--- config.mk ---
export PLATFORM = sky130hd
export DESIGN_NAME = stk_ram
export DESIGN_NICKNAME = d
export VERILOG_FILES = /design/src/sv/stk_ram.sv
export SDC_FILE = /design/constraint.sdc
export NUM_CORES = 2
export LEC_CHECK = 0
export BUFFER_PORTS_ARGS = -buffer_cell sky130_fd_sc_hd__buf_4
export CELL_PAD_IN_SITES_DETAIL_PLACEMENT = 1
export CELL_PAD_IN_SITES_GLOBAL_PLACEMENT = 1
export CORE_UTILIZATION = 60
export DETAILED_ROUTE_END_ITERATION = 8
export PLACE_DENSITY_LB_ADDON = 0.2
export SLEW_MARGIN = 40
export SYNTH_ARGS = -nofsm -noshare
export SYNTH_HDL_FRONTEND = slang
export SYNTH_SLANG_ARGS = --single-unit
--- constraint.sdc ---
create_clock -name clk -period 8.95 [get_ports clk]
set_clock_uncertainty 0.05 [all_clocks]
set_input_delay 0.4475 -clock clk [delete_from_list [all_inputs] [get_ports clk]]
set_output_delay 0.4475 -clock clk [all_outputs]
set_load 0.005 [all_outputs]
--- src/sv/stk_ram.sv ---
module stk_ram #(
    parameter int WIDTH = 32,
    parameter int DEPTH = 128,
    parameter int AW    = $clog2(DEPTH)
) (
    input  logic             clk,
    input  logic             we,
    input  logic [AW-1:0]    waddr,
    input  logic [WIDTH-1:0] wdata,
    input  logic [AW-1:0]    raddr_a,
    output logic [WIDTH-1:0] rdata_a,
    input  logic [AW-1:0]    raddr_b,
    output logic [WIDTH-1:0] rdata_b
);

    logic [WIDTH-1:0] mem [DEPTH];

    always_ff @(posedge clk)
    begin
        if (we)
        begin
            mem[waddr] <= wdata;
        end
        rdata_a <= mem[raddr_a];
        rdata_b <= mem[raddr_b];
    end

endmodule

==> qor.txt <==
status - finished clean
fmax - 268 MHz
first-pass GRT wire length - 908 mm
Sw Ratio - 0.233
initial antenna violation count - 77
cts bufs inserted - 422
worst min-delay path category - input pin to flop
Netlist Area Pre-Place - 189000 sq um
Tcrit/Tclk final - 0.417
I/O Buffers - 118
total global routing overflow - 0
VDD IR-drop max - 0.254 mV
Ys Warns - 0
most frequent cells in the layout - edfxtp_1 (4096), mux4_2 (2688), clkbuf_16 (431), buf_4 (234), nor2_4 (119)
vias per inst - 8.39
clk root buf - clkbuf_16
post-CTS sizing - 0
R2R Setup Slk - 6.14 ns
beginning of the worst hold path - raddr_b[5]
Detail Route Antenna Nets - 0
Final Non-Filler Cells - 12486
Leak - 64.4 nW
Seq pwr share - 0.500
Int Pwr - 33.3 mW
detailed placer's ending HPWL - 344 mm
synth unique cells - 17
max_slew headroom - 0.316
Die Ht - 563 um
maximum fanout along the worst path - 71
Crit Path Category - input pin to flop
final setup violation count - 0
I/O pin count - 119
placed cell count - 11625
DRC - 0
max cap viols - 0
Worst Path Required - 9.76 ns
RSZ-0062 raised after global routing - no
worst skew pair latency - 1.00 ns
Least-Margin Pin Slew - 1.03 ns
largest net degree at the start of global routing - 129
delay of the slowest cell on the worst path - 0.63 ns
core area - 312000 sq um
Routed WL per cell - 53.2 um
cell mode on critical path - mux4_2
Worst Hold Path Cells - 2
First DRT Iteration DRCs - 19710
die width - 563 um
vias in the first global route - 108345
Bufs and invs on worst path - 4
Starting Density - 0.604
CTS tree - yes
vias - 104762
clk slew on worst S/H paths - 0.06 ns
Crit-path slowest cell - buf_4
CP Capture Type - flop
worst r2r path cells - 4
startpoint types - input pin
final core utilization - 0.676
Hold Vio Cnt, Final - 0
Syn Nets - 7756
#FFs+latches synth - 4160
worst path cell trace - buf_16 > buf_12 > buf_16 > buf_4 > mux4_2 > mux4_2 > mux4_2 > mux2_2
H-tree depth - 5
Seq/Total Area, Yosys - 0.658
die area - 317000 sq um
clock power share - 0.418
final net count - 8010
max-slew violations - 0
WHS Endpoint - rdata_b[3]$_DFF_P_
crit path DAT - 4.54 ns
Mapped Avg Cell Area - 24.5 sq um
gp weighted congestion - 0.844
crit path from - raddr_a[0]
gr usage total - 0.427
Setup TNS - 0 ns
area delta synth->final - 11.9%
PwrDens - 206 nW/um^2
Worst Slack Setup Final - 5.21 ns
clock sink count - 4160
fraction of layout cells with a size suffix above 1 - 0.471
reg2reg start - mem[117][2]$_DFFE_PP_
family with the most delay on the worst path - multiplexers
switching pwr - 10.1 mW
commonest non-fill, non-tap cell in the layout - edfxtp_1
Final min period - 3.74 ns
overall routed net length - 664 mm
pre-CTS WS - 4.29 ns
Gate power share - 0.082
Pwr Total - 43.5 mW
first drt pass iteration count - 6
Mapped Cells - 7701
reg2reg end - rdata_a[2]$_DFF_P_
CTS max path bufs - 4
row cnt - 205
[worst reg2reg max path: cells and delay by family (launching register included)]
family | cells | cell delay, ns
multiplexers | 4 | 2.22
flip-flops | 1 | 0.41
[registers in the layout, indices dropped and copies added, names as in the netlist]
signal / count
rdata_a: 32
mem: 4096
rdata_b: 32
[area by class of cell]
type,count,area [sq um]
Fill cell,22969,101000
Clock inverter,250,2520
Timing Repair Buffer,449,4950
Antenna cell,28,70.1
Tap cell,4140,5180
Multi-Input combinational cell,2922,62900
Clock buffer,537,11300
Sequential cell,4160,124000
[timing repair]
action	4_1_cts	5_1_grt
hold buffers	32	0
buffers inserted	0	0
endpoints found under the hold margin	980	0
[cell families (layout without fill, tap and decap cells)]
family | Yosys count | after routing | share of synthesized area
other | 0 | 28 | 0
buffers and inverters | 619 | 1236 | 0.0134
and+or+nand+nor | 170 | 170 | 0.00369
muxes | 2752 | 2752 | 0.325
DFF | 4160 | 4160 | 0.658
[per-layer routing]
| layer | vias up | part of all wire | global-route usage |
|---|---|---|---|
| met4 | 54 | 0.085 | 0.302 |
| met3 | 2479 | 0.15 | 0.134 |
| li1 | 35890 | - | - |
| met1 | 55670 | 0.31 | 0.544 |
| met5 | - | 0.00059 | 0 |
| met2 | 10669 | 0.46 | 0.633 |
[cell usage after synthesis]
master	instances	share of area
nor2_1	122	0.0024
nand4_1	3	0.000099
nor3_1	9	0.00024
nor2b_1	7	0.00023
dfxtp_1	64	0.0068
buf_6	2	0.00012
or3_1	1	0.000033
nand2_1	14	0.00028
nand2b_1	2	0.000066
edfxtp_1	4096	0.65
buf_1	132	0.0026
mux4_2	2688	0.32
nand3_1	12	0.00032
buf_2	103	0.0027
clkbuf_1	365	0.0073
mux2_2	64	0.0038
buf_4	17	0.00068
[worst max path at each step]
stage,endpoint,slack [ns],cells after the start
6_report,rdata_a[25]$_DFF_P_,5.21,8
5_1_grt,rdata_a[25]$_DFF_P_,5.01,8
2_1_floorplan,mem[98][0]$_DFFE_PP_,5.21,3
3_5_place_dp,rdata_a[25]$_DFF_P_,4.29,7
4_1_cts,rdata_a[25]$_DFF_P_,5.28,7
3_3_place_gp,rdata_a[25]$_DFF_P_,4.39,7
[power by group through the flow]
stage | clock network [mW] | registers (mW) | logic [mW]
after floorplan | 0 | 22.0 | 2.03
after detailed placement | 0 | 22.1 | 3.39
final | 18.2 | 21.7 | 3.57
after CTS | 18.2 | 21.7 | 3.47
after global routing | 18.7 | 21.7 | 3.64
after global placement | 0 | 22.1 | 3.28
[stage by stage]
| stage | hold WS [ns] | cell area (sq um) |
|---|---|---|
| global placement | 0.626 | 196000 |
| global route | 0.102 | 211000 |
| CTS | 0.0251 | 211000 |
| floorplan | 0.496 | 189000 |
| finish | 0.106 | 211000 |
| detailed placement | 0.646 | 197000 |
Note: power is estimated with default switching activity, not from simulation.
