### config.mk
export PLATFORM = sky130hd
export DESIGN_NAME = stk_seq
export DESIGN_NICKNAME = d
export VERILOG_FILES = /design/src/sv/stk_pkg.sv /design/src/sv/stk_seq.sv
export SDC_FILE = /design/constraint.sdc
export NUM_CORES = 1
export LEC_CHECK = 0
export BUFFER_PORTS_ARGS = -buffer_cell sky130_fd_sc_hd__buf_2
export CORE_MARGIN = 2
export CORE_UTILIZATION = 44
export DETAILED_ROUTE_END_ITERATION = 8
export GPL_ROUTABILITY_DRIVEN = 0
export GPL_TIMING_DRIVEN = 0
export PLACE_DENSITY = 0.78
export SLEW_MARGIN = 15
export SYNTH_ARGS = -nofsm -noshare
export SYNTH_HDL_FRONTEND = slang
export SYNTH_SLANG_ARGS = --single-unit
export TNS_END_PERCENT = 5
### constraint.sdc
create_clock -name clk -period 3.6 [get_ports clk]
set_input_delay 0.36 -clock clk [delete_from_list [all_inputs] [get_ports clk]]
set_output_delay 0.36 -clock clk [all_outputs]
set_load 0.005 [all_outputs]
### src/sv/stk_pkg.sv
package stk_pkg;

    localparam int WORD_W = 32;
    localparam logic [WORD_W-1:0] EMPTY_WORD = '1;

    typedef enum logic [1:0]
    {
        OP_PUSH  = 2'd0,
        OP_POP   = 2'd1,
        OP_PEEK  = 2'd2,
        OP_CHECK = 2'd3
    } op_t;

    typedef enum logic [1:0]
    {
        ST_OK    = 2'd0,
        ST_FULL  = 2'd1,
        ST_EMPTY = 2'd2
    } status_t;

    typedef enum logic [2:0]
    {
        S_IDLE,
        S_EXEC,
        S_RDWAIT,
        S_CHK_RD,
        S_CHK_CMP
    } state_t;

    typedef struct packed
    {
        logic [WORD_W-1:0] data;
        status_t           status;
        logic              is_palindrome;
    } result_t;

endpackage

### src/sv/stk_seq.sv
module stk_seq #(
    parameter int DEPTH = 128,
    parameter int AW    = $clog2(DEPTH),
    parameter int CW    = $clog2(DEPTH + 1)
) (
    input  logic                       clk,
    input  logic                       rst_n,
    input  logic                       in_valid,
    output logic                       in_ready,
    input  stk_pkg::op_t               in_op,
    input  logic [stk_pkg::WORD_W-1:0] in_value,
    input  logic                       slot_free,
    output logic                       post,
    output stk_pkg::result_t           res,
    output logic                       ram_we,
    output logic [AW-1:0]              ram_waddr,
    output logic [stk_pkg::WORD_W-1:0] ram_wdata,
    output logic [AW-1:0]              ram_raddr_a,
    output logic [AW-1:0]              ram_raddr_b,
    input  logic [stk_pkg::WORD_W-1:0] ram_rdata_a,
    input  logic [stk_pkg::WORD_W-1:0] ram_rdata_b
);

    stk_pkg::state_t             state_reg, state_next;
    stk_pkg::op_t                op_reg, op_next;
    logic [stk_pkg::WORD_W-1:0]  value_reg, value_next;
    logic [CW-1:0]               count_reg, count_next;
    logic [AW-1:0]               lo_reg, lo_next;
    logic [AW-1:0]               hi_reg, hi_next;

    logic [CW-1:0]               count_dec;
    logic [AW-1:0]               top_addr;
    logic [AW:0]                 span;
    logic                        full;
    logic                        empty;
    logic                        short_stack;
    logic                        match;
    logic                        last_pair;

    assign count_dec   = count_reg - CW'(1);
    assign top_addr    = count_dec[AW-1:0];
    assign full        = (count_reg == CW'(DEPTH));
    assign empty       = (count_reg == '0);
    assign short_stack = (count_reg < CW'(2));
    assign span        = {1'b0, hi_reg} - {1'b0, lo_reg};
    assign last_pair   = (span <= (AW+1)'(2));
    // single compare unit, one entry pair per pass
    assign match       = (ram_rdata_a == ram_rdata_b);

    assign ram_waddr   = count_reg[AW-1:0];
    assign ram_wdata   = value_reg;
    assign ram_raddr_a = (op_reg == stk_pkg::OP_CHECK) ? lo_reg : top_addr;
    assign ram_raddr_b = hi_reg;

    always_ff @(posedge clk or negedge rst_n)
    begin
        if (!rst_n)
        begin
            state_reg <= stk_pkg::S_IDLE;
            count_reg <= '0;
        end
        else
        begin
            state_reg <= state_next;
            count_reg <= count_next;
        end
    end

    always_ff @(posedge clk)
    begin
        op_reg    <= op_next;
        value_reg <= value_next;
        lo_reg    <= lo_next;
        hi_reg    <= hi_next;
    end

    always_comb
    begin
        state_next = state_reg;
        case (state_reg)
            stk_pkg::S_IDLE:
            begin
                if (in_valid)
                begin
                    state_next = stk_pkg::S_EXEC;
                end
            end
            stk_pkg::S_EXEC:
            begin
                case (op_reg)
                    stk_pkg::OP_PUSH:
                    begin
                        if (slot_free)
                        begin
                            state_next = stk_pkg::S_IDLE;
                        end
                    end
                    stk_pkg::OP_POP, stk_pkg::OP_PEEK:
                    begin
                        if (!empty)
                        begin
                            state_next = stk_pkg::S_RDWAIT;
                        end
                        else if (slot_free)
                        begin
                            state_next = stk_pkg::S_IDLE;
                        end
                    end
                    stk_pkg::OP_CHECK:
                    begin
                        if (!short_stack)
                        begin
                            state_next = stk_pkg::S_CHK_RD;
                        end
                        else if (slot_free)
                        begin
                            state_next = stk_pkg::S_IDLE;
                        end
                    end
                    default:
                    begin
                        state_next = stk_pkg::S_IDLE;
                    end
                endcase
            end
            stk_pkg::S_RDWAIT:
            begin
                if (slot_free)
                begin
                    state_next = stk_pkg::S_IDLE;
                end
            end
            stk_pkg::S_CHK_RD:
            begin
                state_next = stk_pkg::S_CHK_CMP;
            end
            stk_pkg::S_CHK_CMP:
            begin
                if (match && !last_pair)
                begin
                    state_next = stk_pkg::S_CHK_RD;
                end
                else if (slot_free)
                begin
                    state_next = stk_pkg::S_IDLE;
                end
            end
            default:
            begin
                state_next = stk_pkg::S_IDLE;
            end
        endcase
    end

    always_comb
    begin
        in_ready          = (state_reg == stk_pkg::S_IDLE);
        post              = 1'b0;
        res.data          = '0;
        res.status        = stk_pkg::ST_OK;
        res.is_palindrome = 1'b0;
        ram_we            = 1'b0;
        op_next           = op_reg;
        value_next        = value_reg;
        count_next        = count_reg;
        lo_next           = lo_reg;
        hi_next           = hi_reg;
        case (state_reg)
            stk_pkg::S_IDLE:
            begin
                if (in_valid)
                begin
                    op_next    = in_op;
                    value_next = in_value;
                end
            end
            stk_pkg::S_EXEC:
            begin
                case (op_reg)
                    stk_pkg::OP_PUSH:
                    begin
                        if (slot_free)
                        begin
                            post = 1'b1;
                            if (full)
                            begin
                                res.status = stk_pkg::ST_FULL;
                            end
                            else
                            begin
                                ram_we     = 1'b1;
                                count_next = count_reg + CW'(1);
                            end
                        end
                    end
                    stk_pkg::OP_POP, stk_pkg::OP_PEEK:
                    begin
                        if (empty && slot_free)
                        begin
                            post       = 1'b1;
                            res.data   = stk_pkg::EMPTY_WORD;
                            res.status = stk_pkg::ST_EMPTY;
                        end
                    end
                    stk_pkg::OP_CHECK:
                    begin
                        if (short_stack)
                        begin
                            if (slot_free)
                            begin
                                post              = 1'b1;
                                res.is_palindrome = 1'b1;
                            end
                        end
                        else
                        begin
                            lo_next = '0;
                            hi_next = top_addr;
                        end
                    end
                    default:
                    begin
                        post = 1'b0;
                    end
                endcase
            end
            stk_pkg::S_RDWAIT:
            begin
                if (slot_free)
                begin
                    post     = 1'b1;
                    res.data = ram_rdata_a;
                    if (op_reg == stk_pkg::OP_POP)
                    begin
                        count_next = count_dec;
                    end
                end
            end
            stk_pkg::S_CHK_CMP:
            begin
                if (match && !last_pair)
                begin
                    lo_next = lo_reg + AW'(1);
                    hi_next = hi_reg - AW'(1);
                end
                else if (slot_free)
                begin
                    post              = 1'b1;
                    res.is_palindrome = match;
                end
            end
            default:
            begin
                post = 1'b0;
            end
        endcase
    end

endmodule

==> impl_summary.log, run 1 <==
INFO  metric clock_tree_from_tritoncts = built
INFO  metric crit-reg2reg-launch = ram_raddr_b[0]$_DFFE_PP_
INFO  metric largest_fanout_on_the_critical_path = 4
INFO  metric antenna-diode-count = 0
INFO  metric cp_cell_sequence = inv_1 > ha_1 > fa_1 > xnor2_1 > or4_4 > a2111oi_4 > nand4bb_1 > a21boi_0 > buf_2
INFO  metric gr_overflow_total = 0
INFO  metric yosys.cell_types.count = 55
INFO  metric cts_buffers = 9
INFO  metric drt_first_pass_iters = 5
INFO  metric worst_r2r_endpoint = lo_reg[5]$_SDFFCE_PN0P_
INFO  metric max_clock_freq = 298 MHz
INFO  metric cp_startpoint_kind = flip-flop
INFO  metric place_ws = 0.316 ns
INFO  metric timing.setup.tns = 0 ns
INFO  metric buffer_ports.inserted = 192
INFO  metric result_of_the_run = completed
INFO  metric max-vdd-ir-drop = 0.000363 V
INFO  metric cp_slowest_cell = sky130_fd_sc_hd__or4_4
INFO  metric min_from = in_value[25]
INFO  metric drcViolationCount = 0
INFO  metric via_count = 3,646
INFO  metric detailed_place_hpwl = 8200 µm
INFO  metric pin_count_of_the_biggest_net_entering_global_routing = 36
INFO  metric netlist_area = 0.00384 mm²
INFO  metric synth_seq_cells = 59
INFO  metric initial_antenna_violation_count = 0
INFO  metric cp_data_arrival_time = 2.99 ns
INFO  metric final.min_clock_period = 3.35 ns
INFO  metric slew_headroom = 46.0%
INFO  metric finalCoreUtilization = 60.2%
INFO  metric yosys_warnings = 0
INFO  metric synth_top_area_cell = sky130_fd_sc_hd__edfxtp_1
INFO  metric timing.final.ws_setup = 0.249 ns
INFO  metric synth_top_area_share = 37.6%
INFO  metric tightestPinTransition = 0.810 ns
INFO  metric cts.repair_timing.setup_buffer_count = 0
INFO  metric final_antenna_net_count = 0
INFO  metric fp-row-count = 34
INFO  metric post_drt_via_cell_ratio = 5.11
INFO  metric cts.root.buffer_cell = sky130_fd_sc_hd__clkbuf_8
INFO  metric power.static_leakage = 2.54 nW
INFO  metric largest_reg_flops = 32
INFO  metric floorplan.core_area = 0.00859 mm²
INFO  metric htreeDepth = 3
INFO  metric initial_utilization = 44.7%
INFO  metric drive_gt1_share = 39.7%
INFO  metric clock_skew = 0.00817 ns
INFO  metric syn2layout_area_growth = 34.8%
INFO  metric die_y = 97.4 µm
INFO  metric setup.worst_path.start = ram_raddr_b[0]$_DFFE_PP_
INFO  metric max-clock-path-buffers = 2
INFO  metric drv.max_cap_violation_count = 0
INFO  metric number_of_buffer_and_inverter_instances_along_the_worst_setup_path = 2
INFO  metric syn_avg_cell_area = 9.69 µm²
INFO  metric slowest_delay = 0.53 ns
INFO  metric synthFlopType = sky130_fd_sc_hd__edfxtp_1
INFO  metric die_area = 0.00948 mm²
INFO  metric wl_per_cell = 14.8 µm
INFO  metric reg2reg_slack = 0.54 ns
INFO  metric synth_area_leaders = sky130_fd_sc_hd__edfxtp_1 38%, sky130_fd_sc_hd__xnor2_1 10%, sky130_fd_sc_hd__nand2_1 7.7%, sky130_fd_sc_hd__dfrtp_1 7.2%, sky130_fd_sc_hd__ha_1 4.6%
INFO  metric floorplan.io_pins = 193
INFO  metric timing.hold.worst.class = in -> reg
INFO  metric post_synth_inst_count = 396
INFO  metric setup.worst_path.class = reg -> out
INFO  metric number_of_global_route_vias_before_repair = 3,581
INFO  metric report.final.slew_viol_count = 0
INFO  metric synth_edf_count = 48
INFO  metric pwr_density_cell = 607 mW/mm²
INFO  metric die_w = 97.4 µm
INFO  metric worstSetupEndpoint = res[0]
INFO  metric share_of_the_yosys_chip_area_belonging_to_registers = 44.7%
INFO  metric kind_of_capture_point_of_the_worst_setup_path = output port
INFO  metric finish.net_count = 717
INFO  metric timing.critical_path.max_delay_family = simple AND/OR/NAND/NOR gates
INFO  metric overall_global_routing_resource_usage = 22.2%
INFO  metric drtIter0Drc = 213
INFO  metric first_pass_grt_wire_length = 17,000 µm
INFO  metric cts_num_sinks = 59
INFO  metric synth_fp_nets = 513
INFO  metric worstSetupPathDepth = 9
INFO  metric cp.required = 3.24 ns
INFO  metric clock_insertion_delay_at_the_later_pin_of_the_skew_report = 0.34 ns
INFO  metric worst-r2r-cell-count = 8
INFO  metric clk_pin_slew = 0.07 ns
INFO  metric hold_violations = 0
INFO  metric final-setup-viol-count = 0
INFO  metric asyncSetResetFlopFracSynth = 18.6%
INFO  metric unrepaired_setup_endpoints_after_global_routing = no
INFO  metric wl = 10,600 µm
INFO  metric finalCritPeriodShare = 93.1%
synthesized netlist by cell type, types with 2 or more instances:
master,n
sky130_fd_sc_hd__a211o_2,2
sky130_fd_sc_hd__a21o_1,3
sky130_fd_sc_hd__a21oi_1,20
sky130_fd_sc_hd__a22oi_1,2
sky130_fd_sc_hd__a31oi_1,2
sky130_fd_sc_hd__and2_1,4
sky130_fd_sc_hd__and3_1,2
sky130_fd_sc_hd__buf_2,5
sky130_fd_sc_hd__buf_4,8
sky130_fd_sc_hd__clkbuf_1,12
sky130_fd_sc_hd__dfrtp_1,11
sky130_fd_sc_hd__edfxtp_1,48
sky130_fd_sc_hd__ha_1,14
sky130_fd_sc_hd__inv_1,15
sky130_fd_sc_hd__mux2i_1,4
sky130_fd_sc_hd__nand2_1,79
sky130_fd_sc_hd__nand2b_1,2
sky130_fd_sc_hd__nand3_1,8
sky130_fd_sc_hd__nand3b_1,2
sky130_fd_sc_hd__nand4_1,10
sky130_fd_sc_hd__nor2_1,33
sky130_fd_sc_hd__nor2b_1,2
sky130_fd_sc_hd__nor3_1,8
sky130_fd_sc_hd__nor3b_1,3
sky130_fd_sc_hd__nor3b_2,2
sky130_fd_sc_hd__nor4_1,4
sky130_fd_sc_hd__o21ai_0,5
sky130_fd_sc_hd__o22a_1,3
sky130_fd_sc_hd__or2b_2,2
sky130_fd_sc_hd__or4_4,2
sky130_fd_sc_hd__xnor2_1,45
sky130_fd_sc_hd__xor2_1,11
placed cells by master (no fill, tap or decap), drive strengths merged, types with 3 or more instances in the layout:
master  Yosys  layout
nand3       8       8
dfrtp      11      11
nand4      10      10
xor2       11      11
edfxtp     48      48
ha         14      14
nor3b       5       5
and2        4       4
inv        15      16
nor3        9       9
nor2       33      33
mux2i       4       4
o21ai       5       5
a21o        3       3
xnor2      45      45
clkbuf     13      22
nand2      80      80
nor4        5       5
buf        13     205
a21oi      20      20
o22a        3       3
through the flow:
stage          cell area (µm²)  hold slack (ns)  cells  power, mW
2_1_floorplan             3840           0.0644    396       1.95
3_3_place_gp              4930            0.251    696       2.42
3_5_place_dp              4930            0.258    696       2.45
4_1_cts                   5170            0.171    713       3.15
5_1_grt                   5170            0.163    713       3.35
6_report                  5170            0.184    713       3.14
layer usage:
metal	vias to the layer above	global-route usage, %	wire length [µm]
met3	18	5.97	857
met4	0	6.73	167
li1	1773	-	-
met2	144	36.7	5180
met5	-	0	0
met1	1711	28.5	4360
worst min path at each step:
stage,endpoint,depth (start not counted),slack (ns)
after CTS,ram_wdata[2]$_DFFE_PP_,1,0.17
after floorplan,count_reg[0]$_DFFE_PN0P_,0,0.06
after global routing,ram_wdata[22]$_DFFE_PP_,1,0.16
after detailed placement,count_reg[5]$_DFFE_PN0P_,1,0.26
after global placement,count_reg[5]$_DFFE_PN0P_,1,0.25
final,ram_wdata[25]$_DFFE_PP_,1,0.18
where the power goes:
| part | total [mW] | switching (mW) | internal [mW] | leakage, nW |
|---|---|---|---|---|
| clock network | 0.685 | 0.291 | 0.394 | 0.106 |
| registers | 1.07 | 0.106 | 0.968 | 0.590 |
| logic | 1.38 | 0.776 | 0.606 | 1.85 |
| total | 3.14 | 1.17 | 1.97 | 2.54 |
worst reg2reg max path, stage by stage, from the launching register on:
cell,delay (ns)
sky130_fd_sc_hd__edfxtp_1,0.43
sky130_fd_sc_hd__inv_1,0.12
sky130_fd_sc_hd__ha_1,0.24
sky130_fd_sc_hd__fa_1,0.40
sky130_fd_sc_hd__xnor2_1,0.15
sky130_fd_sc_hd__or4_4,0.53
sky130_fd_sc_hd__a2111oi_4,0.33
sky130_fd_sc_hd__a211oi_2,0.15
sky130_fd_sc_hd__o21bai_2,0.39
cell type report:
type                       count  area (µm²)
inverter                      15        56.3
timing repair buffer         193         971
fill                         735        3420
multi-input combinational    296        1930
buffer                        26         144
clock inverter                 7         101
sequential                    59        1720
tap                          108         135
clock buffer                   9         124
cell families after synthesis:
| family | synth area share, % |
|---|---|
| AND/OR/NAND/NOR | 22.0 |
| flip-flops | 44.7 |
| XOR/XNOR | 12.8 |
| AO/OA/AOI/OAI | 9.13 |
| buffers and inverters | 5.22 |
| adder cells (fa/ha/maj) | 5.09 |
| multiplexers | 1.04 |
what timing repair did:
action                     in CTS  in global routing
gates resized for setup         0                  0
hold buffers                    1                  0
hold endpoints to repair       11                  0
setup endpoints to repair       0                  0
Note: power is estimated with default switching activity, not from simulation.
==> inputs of run 2 (changes only) <==
--- a/config.mk
+++ b/config.mk
@@ -7,11 +7,10 @@
 export LEC_CHECK = 0
 export BUFFER_PORTS_ARGS = -buffer_cell sky130_fd_sc_hd__buf_2
 export CORE_MARGIN = 2
-export CORE_UTILIZATION = 44
+export CORE_UTILIZATION = 47
 export DETAILED_ROUTE_END_ITERATION = 8
 export GPL_ROUTABILITY_DRIVEN = 0
-export GPL_TIMING_DRIVEN = 0
-export PLACE_DENSITY = 0.78
+export PLACE_DENSITY = 0.82
 export SLEW_MARGIN = 15
 export SYNTH_ARGS = -nofsm -noshare
 export SYNTH_HDL_FRONTEND = slang
==> impl_summary.log, run 2 (synthesized netlist as in run 1, its figures left out) <==
INFO  metric detailed_place_hpwl = 8260 µm
INFO  metric clock_skew = 0.00844 ns
INFO  metric drcViolationCount = 0
INFO  metric die_w = 94.4 µm
INFO  metric drt_first_pass_iters = 5
INFO  metric setup.worst_path.class = reg -> out
INFO  metric die_y = 94.4 µm
INFO  metric final_antenna_net_count = 0
INFO  metric timing.final.ws_setup = 0.266 ns
INFO  metric wl = 10,500 µm
INFO  metric tightestPinTransition = 0.743 ns
INFO  metric fp-row-count = 32
INFO  metric final-setup-viol-count = 0
INFO  metric finalCritPeriodShare = 92.6%
INFO  metric wl_per_cell = 15.4 µm
INFO  metric report.final.slew_viol_count = 0
INFO  metric cp_data_arrival_time = 2.97 ns
INFO  metric cts_num_sinks = 59
INFO  metric number_of_global_route_vias_before_repair = 3,477
INFO  metric largest_reg_flops = 32
INFO  metric first_pass_grt_wire_length = 16,100 µm
INFO  metric cp_startpoint_kind = flip-flop
INFO  metric antenna-diode-count = 0
INFO  metric via_count = 3,552
INFO  metric slew_headroom = 50.5%
INFO  metric max_clock_freq = 300 MHz
INFO  metric cp_cell_sequence = inv_1 > ha_1 > fa_1 > o22ai_1 > or4_4 > a2111oi_4 > nand4bb_1 > a21boi_0 > buf_2
INFO  metric slowest_delay = 0.51 ns
INFO  metric floorplan.io_pins = 193
INFO  metric cp.required = 3.24 ns
INFO  metric max-clock-path-buffers = 2
INFO  metric clock_tree_from_tritoncts = built
INFO  metric pin_count_of_the_biggest_net_entering_global_routing = 36
INFO  metric unrepaired_setup_endpoints_after_global_routing = no
INFO  metric htreeDepth = 3
INFO  metric final.min_clock_period = 3.33 ns
INFO  metric drive_gt1_share = 39.0%
INFO  metric gr_overflow_total = 0
INFO  metric initial_antenna_violation_count = 0
INFO  metric hold_violations = 0
INFO  metric pwr_density_cell = 606 mW/mm²
INFO  metric initial_utilization = 49.2%
INFO  metric result_of_the_run = completed
INFO  metric cts.root.buffer_cell = sky130_fd_sc_hd__clkbuf_8
INFO  metric largest_fanout_on_the_critical_path = 4
INFO  metric cts_buffers = 9
INFO  metric commonest_non_fill_non_tap_cell_in_the_layout = sky130_fd_sc_hd__buf_2
INFO  metric kind_of_capture_point_of_the_worst_setup_path = output port
INFO  metric drtIter0Drc = 248
INFO  metric clk_pin_slew = 0.07 ns
INFO  metric drv.max_cap_violation_count = 0
INFO  metric power.static_leakage = 2.47 nW
INFO  metric syn2layout_area_growth = 31.2%
INFO  metric die_area = 0.00890 mm²
INFO  metric cp_slowest_cell = sky130_fd_sc_hd__or4_4
INFO  metric clock_insertion_delay_at_the_later_pin_of_the_skew_report = 0.34 ns
INFO  metric post_drt_via_cell_ratio = 5.19
INFO  metric number_of_filler_instances_in_the_final_layout = 657
INFO  metric p_total = 3.05 mW
INFO  metric floorplan.core_area = 0.00781 mm²
INFO  metric finish.net_count = 694
INFO  metric overall_global_routing_resource_usage = 23.4%
INFO  metric timing.hold.worst.class = in -> reg
INFO  metric layout_common_cells = 192 x sky130_fd_sc_hd__buf_2, 79 x sky130_fd_sc_hd__nand2_1, 48 x sky130_fd_sc_hd__edfxtp_1
INFO  metric max-vdd-ir-drop = 0.000436 V
INFO  metric buffer_ports.inserted = 192
INFO  metric timing.setup.tns = 0 ns
INFO  metric cts.repair_timing.setup_buffer_count = 0
INFO  metric place_ws = 0.403 ns
## run 2: cell count changes in the layout (fill, tap and decap cells not counted), sizes merged
| cell | delta |
|---|---|
| clkbuf | -13 |
| inv | -1 |
| clkinv | +1 |
| buf | -10 |
## run 2: stage by stage
| step | utilization [%] | cell area [µm²] | instances | hold WS [ns] |
|---|---|---|---|---|
| after floorplan | - | 3840 | 396 | 0.0644 |
| after global placement | 61.5 | 4800 | 667 | 0.249 |
| after detailed placement | 61.5 | 4800 | 667 | 0.254 |
| after CTS | 64.4 | 5030 | 684 | 0.174 |
| after global routing | 64.5 | 5030 | 684 | 0.177 |
| final | 64.5 | 5030 | 684 | 0.187 |
## run 2: critical path, delay by kind of cell, from the launching register on
kind / cells / cell delay, ns
fa+ha+maj: 2 / 0.73
flops: 1 / 0.40
buf+inv: 2 / 0.25
simple gates: 2 / 0.66
compound gates: 3 / 0.59
## run 2: worst paths after layout
kind | start | end | slack (ns) | cells after the start
worst min-delay path | in_value[25] | ram_wdata[25]$_DFFE_PP_ | 0.19 | 1
worst max-delay path | ram_raddr_b[0]$_DFFE_PP_ | res[0] | 0.27 | 9
worst min register to register | count_reg[7]$_DFFE_PN0P_ | count_reg[7]$_DFFE_PN0P_ | 0.62 | 1
max in group asynchronous | rst_n | count_reg[2]$_DFFE_PN0P_ | 2.93 | 2
min in group asynchronous | rst_n | state_reg[2]$_DFFE_PN0P_ | 0.44 | 2
worst max register to register | ram_raddr_b[0]$_DFFE_PP_ | lo_reg[5]$_SDFFCE_PN0P_ | 0.57 | 8
## run 2: what timing repair did
action                                  CTS  global route
hold endpoints to repair                 11             0
hold buffers                              1             0
endpoints found under the setup margin    0             0
resized for setup                         0             0
## run 2: final cells by class
class	instances	area (µm²)	area share [%]
Tap cell	102	128	2.53
Clock inverter	7	92.6	1.84
Clock buffer	9	124	2.46
Sequential cell	59	1720	34.1
Timing Repair Buffer	196	993	19.7
Multi-Input combinational cell	296	1920	38.2
Inverter	15	56.3	1.12
## run 2: per-layer routing
metal	part of all wire (%)	vias to the layer above	global-route usage, %
met5	0	-	0
met4	1.6	0	9.42
met3	6.3	17	5.99
met2	52	134	39.3
met1	40	1675	29.0
li1	-	1726	-
## run 2: power by group
part	switching (mW)	internal, mW	total, mW
Sequential	0.169	0.967	1.14
Combinational	0.706	0.549	1.26
Clock	0.271	0.387	0.658
==> inputs of run 3 (changes only) <==
==> constraint.sdc (replaced) <==
create_clock -name clk -period 3.72 [get_ports clk]
set_input_delay 0.372 -clock clk [delete_from_list [all_inputs] [get_ports clk]]
set_output_delay 0.372 -clock clk [all_outputs]
set_load 0.005 [all_outputs]
==> impl_summary.log, run 3 (synthesized netlist as in run 1, its figures left out) <==
INFO  metric via_count = 3,560
INFO  metric finalCritPeriodShare = 90.0%
INFO  metric commonest_non_fill_non_tap_cell_in_the_layout = sky130_fd_sc_hd__buf_2
INFO  metric report.final.slew_viol_count = 0
INFO  metric die_area = 0.00890 mm²
INFO  metric fp-row-count = 32
INFO  metric kind_of_capture_point_of_the_worst_setup_path = output port
INFO  metric cp.required = 3.35 ns
INFO  metric timing.hold.worst.class = in -> reg
INFO  metric clock_skew = 0.0114 ns
INFO  metric final_antenna_net_count = 0
INFO  metric initial_antenna_violation_count = 0
INFO  metric die_w = 94.4 µm
INFO  metric cp_data_arrival_time = 2.98 ns
INFO  metric largest_reg_flops = 32
INFO  metric first_pass_grt_wire_length = 16,300 µm
INFO  metric final.hold.worst_slack = 0.206 ns
INFO  metric unrepaired_setup_endpoints_after_global_routing = no
INFO  metric buffer_ports.inserted = 192
INFO  metric number_of_filler_instances_in_the_final_layout = 665
INFO  metric wl_per_cell = 15.3 µm
INFO  metric die_y = 94.4 µm
INFO  metric max-clock-path-buffers = 2
INFO  metric timing.setup.tns = 0 ns
INFO  metric pwr_density_cell = 585 mW/mm²
INFO  metric drv.max_cap_violation_count = 0
INFO  metric slew_headroom = 50.0%
INFO  metric cts_num_sinks = 59
INFO  metric clock_insertion_delay_at_the_later_pin_of_the_skew_report = 0.34 ns
INFO  metric wl = 10,400 µm
INFO  metric initial_utilization = 49.2%
INFO  metric result_of_the_run = completed
INFO  metric overall_global_routing_resource_usage = 23.6%
INFO  metric layout_common_cells = 192 x sky130_fd_sc_hd__buf_2, 79 x sky130_fd_sc_hd__nand2_1, 48 x sky130_fd_sc_hd__edfxtp_1
INFO  metric met1_wl = 4120 µm
INFO  metric pin_count_of_the_biggest_net_entering_global_routing = 36
INFO  metric total_met2_wirelength_after_detailed_routing = 5380 µm
INFO  metric cp_startpoint_kind = flip-flop
INFO  metric drtIter0Drc = 331
INFO  metric floorplan.io_pins = 193
INFO  metric antenna-diode-count = 0
INFO  metric clk_pin_slew = 0.07 ns
INFO  metric routed-wl-met3 = 796 µm
INFO  metric finish.net_count = 694
INFO  metric routed.top_layer = met4
INFO  metric largest_fanout_on_the_critical_path = 4
INFO  metric finalCoreUtilization = 64.5%
INFO  metric drive_gt1_share = 39.0%
INFO  metric max_clock_freq = 299 MHz
INFO  metric post_drt_via_cell_ratio = 5.20
INFO  metric final-setup-viol-count = 0
INFO  metric final.min_clock_period = 3.35 ns
INFO  metric power.static_leakage = 2.47 nW
INFO  metric floorplan.core_area = 0.00781 mm²
INFO  metric clock_tree_from_tritoncts = built
INFO  metric syn2layout_area_growth = 31.2%
INFO  metric cts_buffers = 9
INFO  metric tightestPinTransition = 0.750 ns
INFO  metric hold_violations = 0
INFO  metric cts.root.buffer_cell = sky130_fd_sc_hd__clkbuf_8
INFO  metric gr_overflow_total = 0
INFO  metric drcViolationCount = 0
INFO  metric htreeDepth = 3
INFO  metric post_cts_resized = 0
INFO  metric number_of_global_route_vias_before_repair = 3,521
INFO  metric drt_first_pass_iters = 5
INFO  metric detailed_place_hpwl = 8190 µm
INFO  metric setup.worst_path.class = reg -> out
INFO  metric max-vdd-ir-drop = 0.000434 V
==> run 3: through the flow <==
step	cell area, µm²	total power, mW	std cells	setup slack [ns]
4_1_cts	5030	2.96	684	0.364
3_5_place_dp	4800	2.31	667	0.496
3_3_place_gp	4800	2.26	667	0.639
2_1_floorplan	3840	1.89	396	0.861
6_report	5030	2.95	684	0.373
5_1_grt	5030	3.14	684	0.161
==> run 3: power breakdown <==
| part | switching [mW] | internal (mW) |
|---|---|---|
| Sequential | 0.160 | 0.935 |
| Clock | 0.260 | 0.374 |
| Combinational | 0.685 | 0.532 |
==> run 3: cell type report <==
class / count / area, µm² / share of cell area [%]
tap: 102 / 128 / 2.53
timing repair buffer: 196 / 993 / 19.7
clock buffer: 9 / 124 / 2.46
sequential: 59 / 1720 / 34.1
inverter: 15 / 56.3 / 1.12
clock inverter: 7 / 92.6 / 1.84
multi-input combinational: 296 / 1920 / 38.2
==> run 3: path summary, 6_finish.rpt <==
kind                                           from                  endpoint  slack (ns)  cells after the start
setup / recovery           ram_raddr_b[0]$_DFFE_PP_                    res[0]        0.37                      9
hold / removal                         in_value[17]   ram_wdata[17]$_DFFE_PP_        0.21                      1
setup reg to reg           ram_raddr_b[0]$_DFFE_PP_   lo_reg[6]$_SDFFCE_PN0P_        0.68                      8
hold reg to reg            count_reg[7]$_DFFE_PN0P_  count_reg[7]$_DFFE_PN0P_        0.62                      1
max in group asynchronous                     rst_n  count_reg[6]$_DFFE_PN0P_        3.05                      2
min in group asynchronous                     rst_n  state_reg[2]$_DFFE_PN0P_        0.44                      2
==> run 3: timing repair <==
action                                 4_1_cts  5_1_grt
buffers inserted                             0        0
hold buffers                                 1        0
endpoints found under the hold margin       11        0
==> run 3: layer usage <==
layer  GRT usage [%]  vias up
met3            7.50       16
met1            29.5     1668
met4            7.73        0
met2            38.9      150
met5               0        -
li1                -     1726
==> run 3: critical path, cell delays in order (launching register included) <==
cell,delay [ns]
sky130_fd_sc_hd__edfxtp_1,0.40
sky130_fd_sc_hd__inv_1,0.11
sky130_fd_sc_hd__ha_1,0.23
sky130_fd_sc_hd__fa_1,0.41
sky130_fd_sc_hd__xnor2_1,0.16
sky130_fd_sc_hd__or4_4,0.53
sky130_fd_sc_hd__a2111oi_4,0.32
sky130_fd_sc_hd__nand4bb_1,0.15
sky130_fd_sc_hd__a21boi_0,0.18
sky130_fd_sc_hd__buf_2,0.15
